### src/rtl/core/mrs_pkg.sv
// Shared types and constants for the Modbus RTU slave engine.
// Used by every module under rtl/core; no dependencies of its own.
package mrs_pkg;

  // Parameter defaults.
  localparam int REGS_PER_BANK_DEF = 32;
  localparam int FRAME_DEPTH_DEF   = 128;
  localparam int MAX_READ_REGS_DEF = 29;
  localparam int READ_BANKS_DEF    = 4;

  // CRC-16/Modbus, reflected.
  localparam logic [15:0] CRC_POLY = 16'hA001;
  localparam logic [15:0] CRC_INIT = 16'hFFFF;
  localparam int          CRC_BITS = 8;

  // Protocol constants.
  localparam logic [7:0] FC_READ_HOLD  = 8'h03;
  localparam logic [7:0] FC_WRITE_COIL = 8'h0F;
  localparam logic [7:0] FC_WRITE_MULT = 8'h10;
  localparam logic [7:0] EXC_FLAG      = 8'h80;
  localparam int         BASE_LEN      = 8;
  localparam int         EXT_LEN_ADD   = 9;
  localparam int         HDR_BYTES     = 7;
  localparam int         DATA_START    = 7;
  localparam int         WR_MAX_QTY    = 123;
  localparam int         WR_REPLY_LAST = 5;
  localparam int         EXC_REPLY_LAST = 2;
  localparam int         LEN_W         = 10;

  typedef enum logic [1:0] {
    FUNC_LINE = 2'd0,
    FUNC_LOAD = 2'd1,
    FUNC_READ = 2'd2,
    FUNC_NOP  = 2'd3
  } func_t;

  typedef enum logic [1:0] {
    KIND_TX   = 2'd0,
    KIND_HOST = 2'd1,
    KIND_DROP = 2'd2
  } kind_t;

  typedef enum logic [1:0] {
    EXC_NONE  = 2'd0,
    EXC_FUNC  = 2'd1,
    EXC_ADDR  = 2'd2,
    EXC_VALUE = 2'd3
  } exc_t;

  typedef enum logic [1:0] {
    MODE_READ,
    MODE_WRITE,
    MODE_EXC
  } mode_t;

  typedef enum logic [4:0] {
    ST_INIT,
    ST_IDLE,
    ST_RXCRC,
    ST_RXCHK,
    ST_EVAL,
    ST_DROP,
    ST_HWAIT,
    ST_HEMIT,
    ST_WH_A,
    ST_WH_B,
    ST_WL_A,
    ST_WL_B,
    ST_BYTE,
    ST_CALC,
    ST_CRCW,
    ST_EMIT,
    ST_TLO,
    ST_THI
  } state_t;

endpackage

### src/rtl/core/mrs_crc.sv
// Bit-serial CRC-16/Modbus unit: folds one byte into the CRC, one bit a cycle.
// Depends on mrs_pkg for the polynomial and the bit count.
module mrs_crc import mrs_pkg::*; (
  input  logic        clk,
  input  logic        rst,
  input  logic        start,
  input  logic [15:0] init,
  input  logic [7:0]  data,
  output logic        busy,
  output logic [15:0] crc
);

  logic [3:0] cnt;

  assign busy = (cnt != 4'd0);

  always_ff @(posedge clk) begin
    if (rst) begin
      cnt <= 4'd0;
    end else if (start) begin
      cnt <= 4'(CRC_BITS);
    end else if (busy) begin
      cnt <= cnt - 4'd1;
    end
  end

  always_ff @(posedge clk) begin
    if (start) begin
      crc <= init ^ {8'd0, data};
    end else if (busy) begin
      crc <= crc[0] ? ((crc >> 1) ^ CRC_POLY) : (crc >> 1);
    end
  end

endmodule

### src/rtl/core/modbus_rtu_slave_engine.sv
// Top level of the Modbus RTU slave engine: frame capture, request decode,
// register banks and reply sequencer. Depends on mrs_pkg and mrs_crc.
//
//   channel  direction  handshake              payload
//   in       into block in_valid / in_stall     func rx_byte bank reg_index word
//   out      from block out_valid / out_stall   kind tx_byte tx_last
//                                              exception_code read_word
//
// A line byte passes through the bit-serial CRC unit and the frame check
// before the next byte is taken; each reply byte passes through the same CRC
// unit, and each written register of function 0x10 takes two frame store reads.
// Host loads are written from ST_IDLE; host reads pass ST_HWAIT and ST_HEMIT.
// After reset a clearing pass loads the banks before in_stall drops.
// out_stall only holds the output register; the sequencer waits for it.
module modbus_rtu_slave_engine import mrs_pkg::*; #(
  parameter int REGS_PER_BANK = REGS_PER_BANK_DEF,
  parameter int FRAME_DEPTH   = FRAME_DEPTH_DEF,
  parameter int MAX_READ_REGS = MAX_READ_REGS_DEF,
  parameter int READ_BANKS    = READ_BANKS_DEF
) (
  input  logic        clk,
  input  logic        rst,
  input  logic        in_valid,
  output logic        in_stall,
  input  logic [1:0]  func,
  input  logic [7:0]  rx_byte,
  input  logic [1:0]  bank,
  input  logic [4:0]  reg_index,
  input  logic [15:0] word,
  output logic        out_valid,
  input  logic        out_stall,
  output logic [1:0]  kind,
  output logic [7:0]  tx_byte,
  output logic        tx_last,
  output logic [1:0]  exception_code,
  output logic [15:0] read_word
);

  localparam int RB_N   = READ_BANKS * REGS_PER_BANK;
  localparam int RB_AW  = (RB_N > 1) ? $clog2(RB_N) : 1;
  localparam int WB_AW  = (REGS_PER_BANK > 1) ? $clog2(REGS_PER_BANK) : 1;
  localparam int FS_AW  = $clog2(FRAME_DEPTH);
  localparam int BC_W   = $clog2(FRAME_DEPTH + 1);
  localparam int TXP_W  = $clog2(2 * MAX_READ_REGS + 3);
  localparam int WI_MAX = (MAX_READ_REGS > REGS_PER_BANK) ? MAX_READ_REGS : REGS_PER_BANK;
  localparam int WI_W   = $clog2(WI_MAX + 1);

  state_t state, state_next;

  // Frame receive state.
  logic [BC_W-1:0]  byte_count;
  logic [LEN_W-1:0] expected;
  logic [7:0]       hdr [HDR_BYTES];

  // Request decode results.
  mode_t             mode;
  exc_t              exc;
  logic [TXP_W-1:0]  last_pos;
  logic [TXP_W-1:0]  tx_pos;
  logic [RB_AW-1:0]  rbase;
  logic [WB_AW-1:0]  wbase;
  logic [WI_W-1:0]   qty_r;
  logic [WI_W-1:0]   wi;
  logic [FS_AW-1:0]  fptr;
  logic [7:0]        hi_byte;
  logic [7:0]        txb;
  logic [4:0]        hidx;
  logic [RB_AW-1:0]  clr;

  // Memories.
  logic [7:0]  fs [FRAME_DEPTH];
  logic [7:0]  fs_q;
  logic [15:0] rb [RB_N];
  logic [15:0] rb_q;
  logic [15:0] wb [REGS_PER_BANK];
  logic [15:0] wb_q;

  // CRC unit.
  logic        crc_start, crc_busy;
  logic [15:0] crc_init, crc;
  logic [7:0]  crc_data;

  // Control.
  logic        in_acc, rx_acc, load_acc;
  logic        slot;
  logic        ld;
  kind_t       ld_kind;
  logic [7:0]  ld_byte;
  logic        ld_last;
  exc_t        ld_exc;
  logic [15:0] ld_word;
  logic [7:0]  tx_sel;

  // Frame end check.
  logic             ext, over, done;
  logic [LEN_W-1:0] exp_eff;

  // Decode.
  logic [15:0]      qty;
  mode_t            ev_mode;
  exc_t             ev_exc;
  logic [TXP_W-1:0] ev_last;

  logic [RB_AW-1:0] rb_raddr;
  logic [RB_AW-1:0] rb_haddr;
  logic [WB_AW-1:0] wb_waddr;
  logic             wb_wr;

  assign in_stall = (state != ST_IDLE);
  assign in_acc   = in_valid && (state == ST_IDLE);
  assign rx_acc   = in_acc && (func == FUNC_LINE);
  assign load_acc = in_acc && (func == FUNC_LOAD) && (32'(bank) < READ_BANKS)
                    && (32'(reg_index) < REGS_PER_BANK);
  assign slot     = !out_valid || !out_stall;

  assign rb_haddr = RB_AW'(32'(bank) * 32'(REGS_PER_BANK) + 32'(reg_index));
  assign rb_raddr = RB_AW'(32'(rbase) + 32'(wi));
  assign wb_waddr = WB_AW'(32'(wbase) + 32'(wi));
  assign wb_wr    = (state == ST_WL_B);

  mrs_crc u_crc (
    .clk   (clk),
    .rst   (rst),
    .start (crc_start),
    .init  (crc_init),
    .data  (crc_data),
    .busy  (crc_busy),
    .crc   (crc)
  );

  // Frame length check once the CRC of the latest byte has settled.
  assign qty = {hdr[4], hdr[5]};
  always_comb begin
    ext = (byte_count == BC_W'(HDR_BYTES))
          && ((hdr[1] == FC_WRITE_COIL) || (hdr[1] == FC_WRITE_MULT));
    exp_eff = ext ? (LEN_W'(hdr[6]) + LEN_W'(EXT_LEN_ADD)) : expected;
    over = ext && (exp_eff > LEN_W'(FRAME_DEPTH));
    done = (LEN_W'(byte_count) >= exp_eff);
  end

  // Request decode.
  always_comb begin
    ev_mode = MODE_EXC;
    ev_exc  = EXC_FUNC;
    ev_last = TXP_W'(EXC_REPLY_LAST);
    if (hdr[1] == FC_READ_HOLD) begin
      if ((qty == 16'd0) || (32'(qty) > MAX_READ_REGS)) begin
        ev_exc = EXC_VALUE;
      end else if ((32'(hdr[2]) >= READ_BANKS)
                   || (32'(hdr[3]) + 32'(qty) > REGS_PER_BANK)) begin
        ev_exc = EXC_ADDR;
      end else begin
        ev_mode = MODE_READ;
        ev_exc  = EXC_NONE;
        ev_last = TXP_W'({qty, 1'b0} + 17'd2);
      end
    end else if (hdr[1] == FC_WRITE_MULT) begin
      if ((qty == 16'd0) || (32'(qty) > WR_MAX_QTY) || (17'(hdr[6]) != {qty, 1'b0})) begin
        ev_exc = EXC_VALUE;
      end else if (32'({hdr[2], hdr[3]}) + 32'(qty) > REGS_PER_BANK) begin
        ev_exc = EXC_ADDR;
      end else begin
        ev_mode = MODE_WRITE;
        ev_exc  = EXC_NONE;
        ev_last = TXP_W'(WR_REPLY_LAST);
      end
    end
  end

  // Reply byte at the current position.
  always_comb begin
    unique case (mode)
      MODE_EXC: begin
        if (tx_pos == TXP_W'(0)) begin
          tx_sel = hdr[0];
        end else if (tx_pos == TXP_W'(1)) begin
          tx_sel = hdr[1] | EXC_FLAG;
        end else begin
          tx_sel = {6'd0, exc};
        end
      end
      MODE_WRITE: tx_sel = hdr[3'(tx_pos)];
      MODE_READ: begin
        if (tx_pos == TXP_W'(0)) begin
          tx_sel = hdr[0];
        end else if (tx_pos == TXP_W'(1)) begin
          tx_sel = hdr[1];
        end else if (tx_pos == TXP_W'(2)) begin
          tx_sel = 8'({qty_r, 1'b0});
        end else begin
          // Data starts at an odd position, high byte first.
          tx_sel = tx_pos[0] ? rb_q[15:8] : rb_q[7:0];
        end
      end
      default: tx_sel = hdr[0];
    endcase
  end

  always_comb begin
    crc_start = rx_acc || (state == ST_CALC);
    if (state == ST_CALC) begin
      crc_data = tx_sel;
      crc_init = (tx_pos == TXP_W'(0)) ? CRC_INIT : crc;
    end else begin
      crc_data = rx_byte;
      crc_init = (byte_count == BC_W'(0)) ? CRC_INIT : crc;
    end
  end

  // Sequencer.
  always_ff @(posedge clk) begin
    if (rst) begin
      state <= ST_INIT;
    end else begin
      state <= state_next;
    end
  end

  always_comb begin
    state_next = state;
    ld      = 1'b0;
    ld_kind = KIND_TX;
    ld_byte = 8'd0;
    ld_last = 1'b0;
    ld_exc  = EXC_NONE;
    ld_word = 16'd0;
    unique case (state)
      ST_INIT: begin
        if (clr == RB_AW'(RB_N - 1)) state_next = ST_IDLE;
      end
      ST_IDLE: begin
        if (in_acc) begin
          if (func == FUNC_LINE) begin
            state_next = ST_RXCRC;
          end else if (func == FUNC_READ) begin
            state_next = ST_HWAIT;
          end
        end
      end
      ST_RXCRC: begin
        if (!crc_busy) state_next = ST_RXCHK;
      end
      ST_RXCHK: begin
        priority if (over) begin
          state_next = ST_DROP;
        end else if (done) begin
          state_next = (crc != 16'd0) ? ST_DROP : ST_EVAL;
        end else begin
          state_next = ST_IDLE;
        end
      end
      ST_EVAL: state_next = (ev_mode == MODE_WRITE) ? ST_WH_A : ST_BYTE;
      ST_DROP: begin
        if (slot) begin
          ld         = 1'b1;
          ld_kind    = KIND_DROP;
          ld_last    = 1'b1;
          state_next = ST_IDLE;
        end
      end
      ST_HWAIT: state_next = ST_HEMIT;
      ST_HEMIT: begin
        if (slot) begin
          ld         = 1'b1;
          ld_kind    = KIND_HOST;
          ld_last    = 1'b1;
          ld_word    = (32'(hidx) < REGS_PER_BANK) ? wb_q : 16'd0;
          state_next = ST_IDLE;
        end
      end
      ST_WH_A: state_next = ST_WH_B;
      ST_WH_B: state_next = ST_WL_A;
      ST_WL_A: state_next = ST_WL_B;
      ST_WL_B: state_next = (wi == qty_r - WI_W'(1)) ? ST_BYTE : ST_WH_A;
      ST_BYTE: state_next = ST_CALC;
      ST_CALC: state_next = ST_CRCW;
      ST_CRCW: begin
        if (!crc_busy) state_next = ST_EMIT;
      end
      ST_EMIT: begin
        if (slot) begin
          ld         = 1'b1;
          ld_byte    = txb;
          ld_exc     = exc;
          state_next = (tx_pos == last_pos) ? ST_TLO : ST_BYTE;
        end
      end
      ST_TLO: begin
        if (slot) begin
          ld         = 1'b1;
          ld_byte    = crc[7:0];
          ld_exc     = exc;
          state_next = ST_THI;
        end
      end
      ST_THI: begin
        if (slot) begin
          ld         = 1'b1;
          ld_byte    = crc[15:8];
          ld_last    = 1'b1;
          ld_exc     = exc;
          state_next = ST_IDLE;
        end
      end
      default: state_next = ST_IDLE;
    endcase
  end

  // Control registers.
  always_ff @(posedge clk) begin
    if (rst) begin
      byte_count <= '0;
      expected   <= LEN_W'(BASE_LEN);
      clr        <= '0;
    end else begin
      if (state == ST_INIT) clr <= clr + RB_AW'(1);
      if (rx_acc) byte_count <= byte_count + BC_W'(1);
      if (state == ST_RXCHK) begin
        if (over || done) begin
          byte_count <= '0;
          expected   <= LEN_W'(BASE_LEN);
        end else begin
          expected <= exp_eff;
        end
      end
    end
  end

  // Datapath registers.
  always_ff @(posedge clk) begin
    if (rx_acc && (byte_count < BC_W'(HDR_BYTES))) hdr[3'(byte_count)] <= rx_byte;
    if (in_acc) hidx <= reg_index;
    unique case (state)
      ST_EVAL: begin
        mode     <= ev_mode;
        exc      <= ev_exc;
        last_pos <= ev_last;
        rbase    <= RB_AW'(32'(hdr[2]) * 32'(REGS_PER_BANK) + 32'(hdr[3]));
        wbase    <= WB_AW'({hdr[2], hdr[3]});
        qty_r    <= WI_W'(qty);
        wi       <= '0;
        tx_pos   <= '0;
        fptr     <= FS_AW'(DATA_START);
      end
      ST_WH_B: begin
        hi_byte <= fs_q;
        fptr    <= fptr + FS_AW'(1);
      end
      ST_WL_B: begin
        fptr <= fptr + FS_AW'(1);
        wi   <= (wi == qty_r - WI_W'(1)) ? '0 : wi + WI_W'(1);
      end
      ST_CALC: txb <= tx_sel;
      ST_EMIT: begin
        if (slot && (tx_pos != last_pos)) begin
          tx_pos <= tx_pos + TXP_W'(1);
          // Move to the next word after its low byte.
          if ((mode == MODE_READ) && (tx_pos > TXP_W'(2)) && !tx_pos[0]) begin
            wi <= wi + WI_W'(1);
          end
        end
      end
      default: ;
    endcase
  end

  // Frame store.
  always_ff @(posedge clk) begin
    if (rx_acc && (32'(byte_count) < FRAME_DEPTH)) fs[FS_AW'(byte_count)] <= rx_byte;
    fs_q <= fs[fptr];
  end

  // Read banks: the clearing pass writes bank zero with 1 upward, others 0.
  always_ff @(posedge clk) begin
    if (state == ST_INIT) begin
      rb[clr] <= (32'(clr) < REGS_PER_BANK) ? 16'(32'(clr) + 1) : 16'd0;
    end else if (load_acc) begin
      rb[rb_haddr] <= word;
    end
    rb_q <= rb[rb_raddr];
  end

  // Write bank: the clearing pass writes REGS_PER_BANK downward.
  always_ff @(posedge clk) begin
    if ((state == ST_INIT) && (32'(clr) < REGS_PER_BANK)) begin
      wb[WB_AW'(clr)] <= 16'(REGS_PER_BANK - 32'(clr));
    end else if (wb_wr) begin
      wb[wb_waddr] <= {hi_byte, fs_q};
    end
    wb_q <= wb[WB_AW'(hidx)];
  end

  // Output register.
  always_ff @(posedge clk) begin
    if (rst) begin
      out_valid <= 1'b0;
    end else if (ld) begin
      out_valid <= 1'b1;
    end else if (!out_stall) begin
      out_valid <= 1'b0;
    end
  end

  always_ff @(posedge clk) begin
    if (ld) begin
      kind           <= ld_kind;
      tx_byte        <= ld_byte;
      tx_last        <= ld_last;
      exception_code <= ld_exc;
      read_word      <= ld_word;
    end
  end

endmodule
### config.mk
export PLATFORM = sky130hd
export DESIGN_NAME = modbus_rtu_slave_engine
export DESIGN_NICKNAME = d
export VERILOG_FILES = /design/src/rtl/core/mrs_pkg.sv /design/src/rtl/core/mrs_crc.sv /design/src/rtl/core/modbus_rtu_slave_engine.sv
export SDC_FILE = /design/constraint.sdc
export NUM_CORES = 2
export LEC_CHECK = 0
export BUFFER_PORTS_ARGS = -buffer_cell sky130_fd_sc_hd__buf_2
export CAP_MARGIN = 0
export CORE_MARGIN = 10
export CORE_UTILIZATION = 25
export DETAILED_ROUTE_END_ITERATION = 7
export PLACE_DENSITY = 0.4
export REMOVE_ABC_BUFFERS = 1
export SLEW_MARGIN = 20
export SYNTH_ARGS = -nofsm -noshare
export SYNTH_HDL_FRONTEND = slang
export SYNTH_SLANG_ARGS = --single-unit
export TNS_END_PERCENT = 20
### constraint.sdc
create_clock -name clk -period 11.8 [get_ports clk]
set_input_delay 2.36 -clock clk [delete_from_list [all_inputs] [get_ports clk]]
set_output_delay 2.36 -clock clk [all_outputs]
set_load 0.02 [all_outputs]
# Word level (Yosys, flattened, before mapping)

Memories as Yosys holds them, arrays and structs flattened. A register that Yosys moved wholly into a read port is not among the register bits.
Index checks and enable logic that the tools add are counted.

Register bits after elaboration: 148
Logic and storage cells: 244
Memories: 4
RAM bits: 3640
Output and inout port bits: 31

Reductions and logical operators: 46
Eq/ne operators: 45
Muxes and demuxes: 94
Bitwise operators: 2
$add $sub $neg: 17
$lt $le $gt $ge: 11

Memory list:

| name | depth | width | rd ports | clocked after memory_dff | wr ports | RTL line                      | text |
|---|---|---|---|---|---|---|---|
| rb   | 128   | 16    | 1        | 1                        | 1        | modbus_rtu_slave_engine.sv:73 | `logic [15:0] rb [RB_N];` |
| fs   | 128   | 8     | 1        | 1                        | 1        | modbus_rtu_slave_engine.sv:71 | `logic [7:0] fs [FRAME_DEPTH];` |
| wb   | 32    | 16    | 1        | 1                        | 1        | modbus_rtu_slave_engine.sv:75 | `logic [15:0] wb [REGS_PER_BANK];` |
| hdr  | 7     | 8     | 8        | 1                        | 1        | modbus_rtu_slave_engine.sv:53 | `logic [7:0] hdr [HDR_BYTES];` |

Operators by type and width:

| cell                                                | number |
|---|---|
| 2-to-1 mux 16 bit                                   | 8 |
| 2-to-1 mux 8 bit                                    | 14 |
| case mux 5 bit (16 select lines)                    | 1 |
| 2-to-1 mux 5 bit                                    | 11 |
| case mux 8 bit (3 select lines)                     | 2 |
| 2-to-1 mux 6 bit                                    | 7 |
| equality test 5 x 4 -> 1 bit, second input constant | 8 |
| > comparator 17 x 6 -> 1 bit, second input constant | 2 |
| OR reduction 16 bit                                 | 2 |
| 2-to-1 mux 2 bit                                    | 12 |
| 2-to-1 mux 3 bit                                    | 8 |
| 2-to-1 mux 1 bit                                    | 22 |
| equality test 5 x 3 -> 1 bit, second input constant | 4 |
| 2-to-1 mux 10 bit                                   | 2 |
| case mux 6 bit (3 select lines)                     | 1 |
| adder 16 x 16 -> 17 bit                             | 1 |
| adder 8 x 16 -> 17 bit                              | 1 |
| != test 8 x 17 -> 1 bit                             | 1 |
| > comparator 16 x 5 -> 1 bit, second input constant | 1 |
| > comparator 16 x 7 -> 1 bit, second input constant | 1 |
| zero test 16 bit                                    | 1 |
| != test 2 bit, second input constant                | 8 |
| nonzero test 16 bit                                 | 1 |
| XOR 16 x 8 -> 16 bit                                | 1 |
| other kinds (59)                                    | 95 |

# Depth between registers and ports, before layout

An unclocked memory read counts as a cell.

Depth in word-level cells: 10
Gate-level depth with buffers: 18

# By module

From an unflattened synthesis, not the netlist that was laid out.

Cells, all modules: 6774
Area, all modules: 150319.2 um^2

By module, submodules not included:

| module                  | times used | seq. area each (um^2) | cells an instance | area an instance (um^2) |
|---|---|---|---|---|
| modbus_rtu_slave_engine | 1          | 113789.1              | 6698              | 149365.8 |
| mrs_crc                 | 1          | 560.5                 | 76                | 953.4 |

# Worst setup path before layout

No wires, ideal clock.

Path kind: input to register
Start: input in_valid
End: memory rb[0][4], data pin
Setup slack: 2.260 ns
Arrival time: 8.315 ns
Stages on the path: 6
Buffers on the path: 3
Library setup time: 1.225 ns
Cells stage by stage: nand3_1 nor3b_1 buf_2 buf_2 clkbuf_1 o31ai_1

Word-level cells in the longest chain between the ends: 7

Ends and longest elaborated chain:

| what                                   | RTL line                       | text |
|---|---|---|
| start: declaration                     | modbus_rtu_slave_engine.sv:23  | `input logic in_valid,` |
| logical AND 1 bit                      | modbus_rtu_slave_engine.sv:110 | `assign in_acc = in_valid && (state == ST_IDLE);` |
| logical AND 1 bit                      | modbus_rtu_slave_engine.sv:112 | `assign load_acc = in_acc && (func == FUNC_LOAD) && (32'(bank) < READ_BANKS)` |
| 2-to-1 mux 1 bit                       | modbus_rtu_slave_engine.sv:377 | `end else if (load_acc) begin` |
| 2-to-1 mux 1 bit                       | modbus_rtu_slave_engine.sv:375 | `if (state == ST_INIT) begin` |
| 2-to-1 mux 1 bit (implied by the code) | modbus_rtu_slave_engine.sv:378 | `rb[rb_haddr] <= word;` |
| OR reduction 16 bit (no line)          | --                             |  |
| 2-to-1 mux 16 bit (no line)            | --                             |  |
| end: declaration                       | modbus_rtu_slave_engine.sv:73  |  |

No other way between the ends.

# Worst setup path after layout

Start: input in_valid
End: memory rb[8][1], enable pin

Word-level cells in the longest chain between the ends: 7
Elaborated cells on any way between the ends: 8
Those cells by class: mux: 5; reduce/logical: 3

Ends and longest elaborated chain:

| what                                                           | RTL line |
|---|---|
| logical AND 1 bit *                                            | modbus_rtu_slave_engine.sv:110 |
| logical AND 1 bit *                                            | modbus_rtu_slave_engine.sv:112 |
| 2-to-1 mux 1 bit *                                             | modbus_rtu_slave_engine.sv:377 |
| 2-to-1 mux 1 bit *                                             | modbus_rtu_slave_engine.sv:375 |
| 2-to-1 mux 1 bit (implied by the code) *                       | modbus_rtu_slave_engine.sv:378 |
| OR reduction 16 bit (no line)                                  | -- |
| 2-to-1 mux 7 bit (no line) or 2-to-1 mux 1 bit (tied branches) | -- |

Mark *: on every way between the ends. The rest lies on a longest branch, timed or not.

==> impl_results.md <==
* Status: finished clean
* Worst r2r path cells at 10
* Ys flop type: edfxtp_1
* HPWL Detailed at 254.3 mm
* Crit path max fanout at 16
* Utilization after layout at 0.2932
* Layout cells sized above 1 at 0.2953
* Worst-skew pair later-pin latency at 1.04 ns
* Largest net degree at the start of global routing at 137
* Startpoint types: input port
* Min-delay worst type: reg -> reg
* Fin crit period at 5.856 ns
* Setup TNS at 0 ns
* Cell Area, Placed at 0.1618 mm²
* # Max-Cap Violations at 0
* Crit end category: flop
* Total number of vias at 69840
* IO Count at 68
* Worst-Margin Slew at 1.118 ns
* Post-layout nets at 7259
* Grt total ovfl at 0
* Rel. slew slack at 0.2545
* Arrival time worst endpoint at 6.43 ns
* Async SR Flop Fraction at 0
* Die ar. at 0.6330 mm²
* Skew final at 0.1040 ns
* Yosys warns at 0
* Cell area after synthesis at 0.1504 mm²
* Number of global-route vias before repair at 73320
* Area of the core at 0.5987 mm²
* Total Routing Usage GR at 0.1269
* Fin. Hold Viols at 0
* FF+latch count, synth at 3834
* Crit Path Class: in -> reg
* DRC at 0
* H-tree levels at 5
* Post-route cell area at 0.1756 mm²
* Detail Route Antenna Nets at 0
* Sink Count at 3834
* IO buf count at 67
* Hold path cells at 2
* CTS tree: done
* Wire per inst at 26.63 µm
* Distinct cells, synth at 69
* Final RePlAce weighted congestion at 0.7546
* Final Cycle Share at 0.4963
* Most frequent cells in the layout: edfxtp_1, mux4_2, clkbuf_16
* Unrepaired setup endpoints after global routing: no
* Setup Fix Bufs, Post-CTS at 0
* CTS Root Cell: clkbuf_16
* # rows at 284
* TritonCTS buffer count at 421
* Power per cell area at 178.3 mW/mm²
* VDD IR-drop max at 0.0002170 V
* Avg Vias per Cell at 4.495
* Data required, critical path at 12.38 ns
* Post-synth EDFFs at 3756
* Post-Syn Instances at 6792
* Final setup violation count at 0
* Seq/Total Area, Yosys at 0.7603
* Pre-Repair DR Iteration Count at 6
* First-pass GRT wire length at 585.3 mm
* Initial Utilization at 0.2512
* Hold-fix buffer count after cts at 0
* DR iter-0 viols at 6148
* Clock Path Buffers at 4
* Post-CTS Resized at 0
* Synthesized area per cell at 22.14 µm²
* Final WL at 413.8 mm
* Layout Area Growth over Synthesis at 16.72%
* Initial antenna violation count at 38
* Clock transition at path regs at 0.06 ns
* Fmax at 170.8 MHz
* Height of the die at 795.6 µm
* Most common cell after layout, fill and taps aside: edfxtp_1
* Die X at 795.6 µm
* Leak Pwr at 0.05348 µW
* Slew Viols, Final at 0
[final timing paths]
check / slack, ns / startpoint / to
max: 5.94 / in_valid / rb[8][1]$_DFFE_PP_
min: 0.46 / expected[5]$_SDFFE_PP0N_ / expected[5]$_SDFFE_PP0N_
max reg2reg: 5.98 / wi[0]$_DFFE_PP_ / rb_q[6]$_DFF_P_
min reg2reg: 0.46 / expected[5]$_SDFFE_PP0N_ / expected[5]$_SDFFE_PP0N_
[kinds of logic (layout without fill, tap and decap cells)]
logic type               after synthesis  after routing  share of synthesized area
flip-flops                          3834           3834                     0.7603
multiplexers                        1256           1256                     0.1798
AND/OR/NAND/NOR                      843            843                    0.02527
buffers and inverters                394           1119                    0.01090
AO/OA/AOI/OAI                        311            311                    0.01338
XOR/XNOR                             102            102                   0.005940
adder cells (fa/ha/maj)               52             52                   0.004426
other                                  0             13                          0
[layer usage]
metal | share of wire | routed length, µm | GRT usage
met1 | 0.44 | 183700 | 0.1759
met2 | 0.49 | 201700 | 0.2121
met3 | 0.045 | 18460 | 0.01723
met4 | 0.024 | 9915 | 0.02903
met5 | 0.000031 | 13 | 0
[worst max-delay path, cell delays in order]
cell and delay, ns:
buf_2 0.10, nand3_1 0.13, nor3b_2 0.55, buf_4 0.38, mux2i_1 0.67, nand3_1 0.84, buf_4 0.49, nor2_2 0.82
[cell usage after synthesis, types with 3 or more instances]
| master | count | area [µm²] |
|---|---|---|
| a211oi_1 | 46 | 345.3 |
| a21o_1 | 21 | 157.7 |
| a21oi_1 | 102 | 510.5 |
| a221oi_1 | 4 | 35.03 |
| a22oi_1 | 7 | 52.55 |
| a31oi_1 | 8 | 50.05 |
| and2_1 | 39 | 244.0 |
| and3_1 | 4 | 25.02 |
| buf_1 | 53 | 198.9 |
| buf_2 | 85 | 425.4 |
| buf_6 | 6 | 67.56 |
| clkbuf_1 | 218 | 818.3 |
| dfxtp_1 | 78 | 1562 |
| edfxtp_1 | 3756 | 112800 |
| ha_1 | 50 | 625.6 |
| inv_1 | 29 | 108.9 |
| mux2_2 | 43 | 484.2 |
| mux2i_1 | 61 | 610.6 |
| mux4_2 | 1152 | 25940 |
| nand2_1 | 157 | 589.3 |
| nand2b_1 | 25 | 156.4 |
| nand3_1 | 60 | 300.3 |
| nand3b_1 | 12 | 90.09 |
| nand4_1 | 10 | 62.56 |
| nor2_1 | 413 | 1550 |
| nor2b_1 | 42 | 262.8 |
| nor3_1 | 31 | 155.2 |
| nor3b_1 | 3 | 22.52 |
| nor4_1 | 17 | 106.4 |
| nor4b_1 | 4 | 35.03 |
| o2111ai_1 | 4 | 35.03 |
| o211ai_1 | 5 | 37.54 |
| o21a_1 | 9 | 67.56 |
| o21ai_0 | 53 | 265.3 |
| o21bai_1 | 6 | 45.04 |
| o22ai_1 | 3 | 18.77 |
| o31ai_1 | 14 | 105.1 |
| o32ai_1 | 5 | 43.79 |
| or2_2 | 5 | 31.28 |
| or3_1 | 9 | 56.30 |
| or4_1 | 3 | 22.52 |
| xnor2_1 | 46 | 402.9 |
| xor2_1 | 56 | 490.5 |
[registers in the layout (all words and copies together), names as in the netlist, 7 cells and up, named ones only]
signal	count
hi_byte	8
expected	10
rb	2048
rb_q	16
clr	7
u_crc.crc	16
wb_q	16
fptr	7
read_word	16
byte_count	8
wb	512
txb	8
hdr	64
fs	1024
fs_q	8
rbase	7
tx_byte	8
[where the power goes]
part | total, µW | internal [µW] | leakage, µW | switching [µW]
Sequential | 15800 | 15600 | 0.0351 | 157
Combinational | 2490 | 729 | 0.0118 | 1760
Clock | 13000 | 7540 | 0.00662 | 5510
Total | 31300 | 23900 | 0.0535 | 7430
[area by class of cell]
cell class	count	area, µm²
Antenna cell	13	32.53
Clock buffer	524	11050
Tap cell	8008	10020
Clock inverter	246	2597
Multi-Input combinational cell	2564	34950
Fill cell	57870	423200
Sequential cell	3834	114400
Timing Repair Buffer	320	2452
Inverter	29	108.9
[per-stage QoR]
step	hold slack, ns	std cells	setup WS (ns)	total power [µW]
after floorplan	0.4081	6427	-9.977	17620
after global placement	0.4411	14750	4.926	18560
after detailed placement	0.4448	14750	5.071	18630
after CTS	0.4589	15520	5.837	31780
after global routing	0.4776	15530	5.781	32430
final	0.4594	15540	5.944	31310
(Power assumes the default switching activity.)
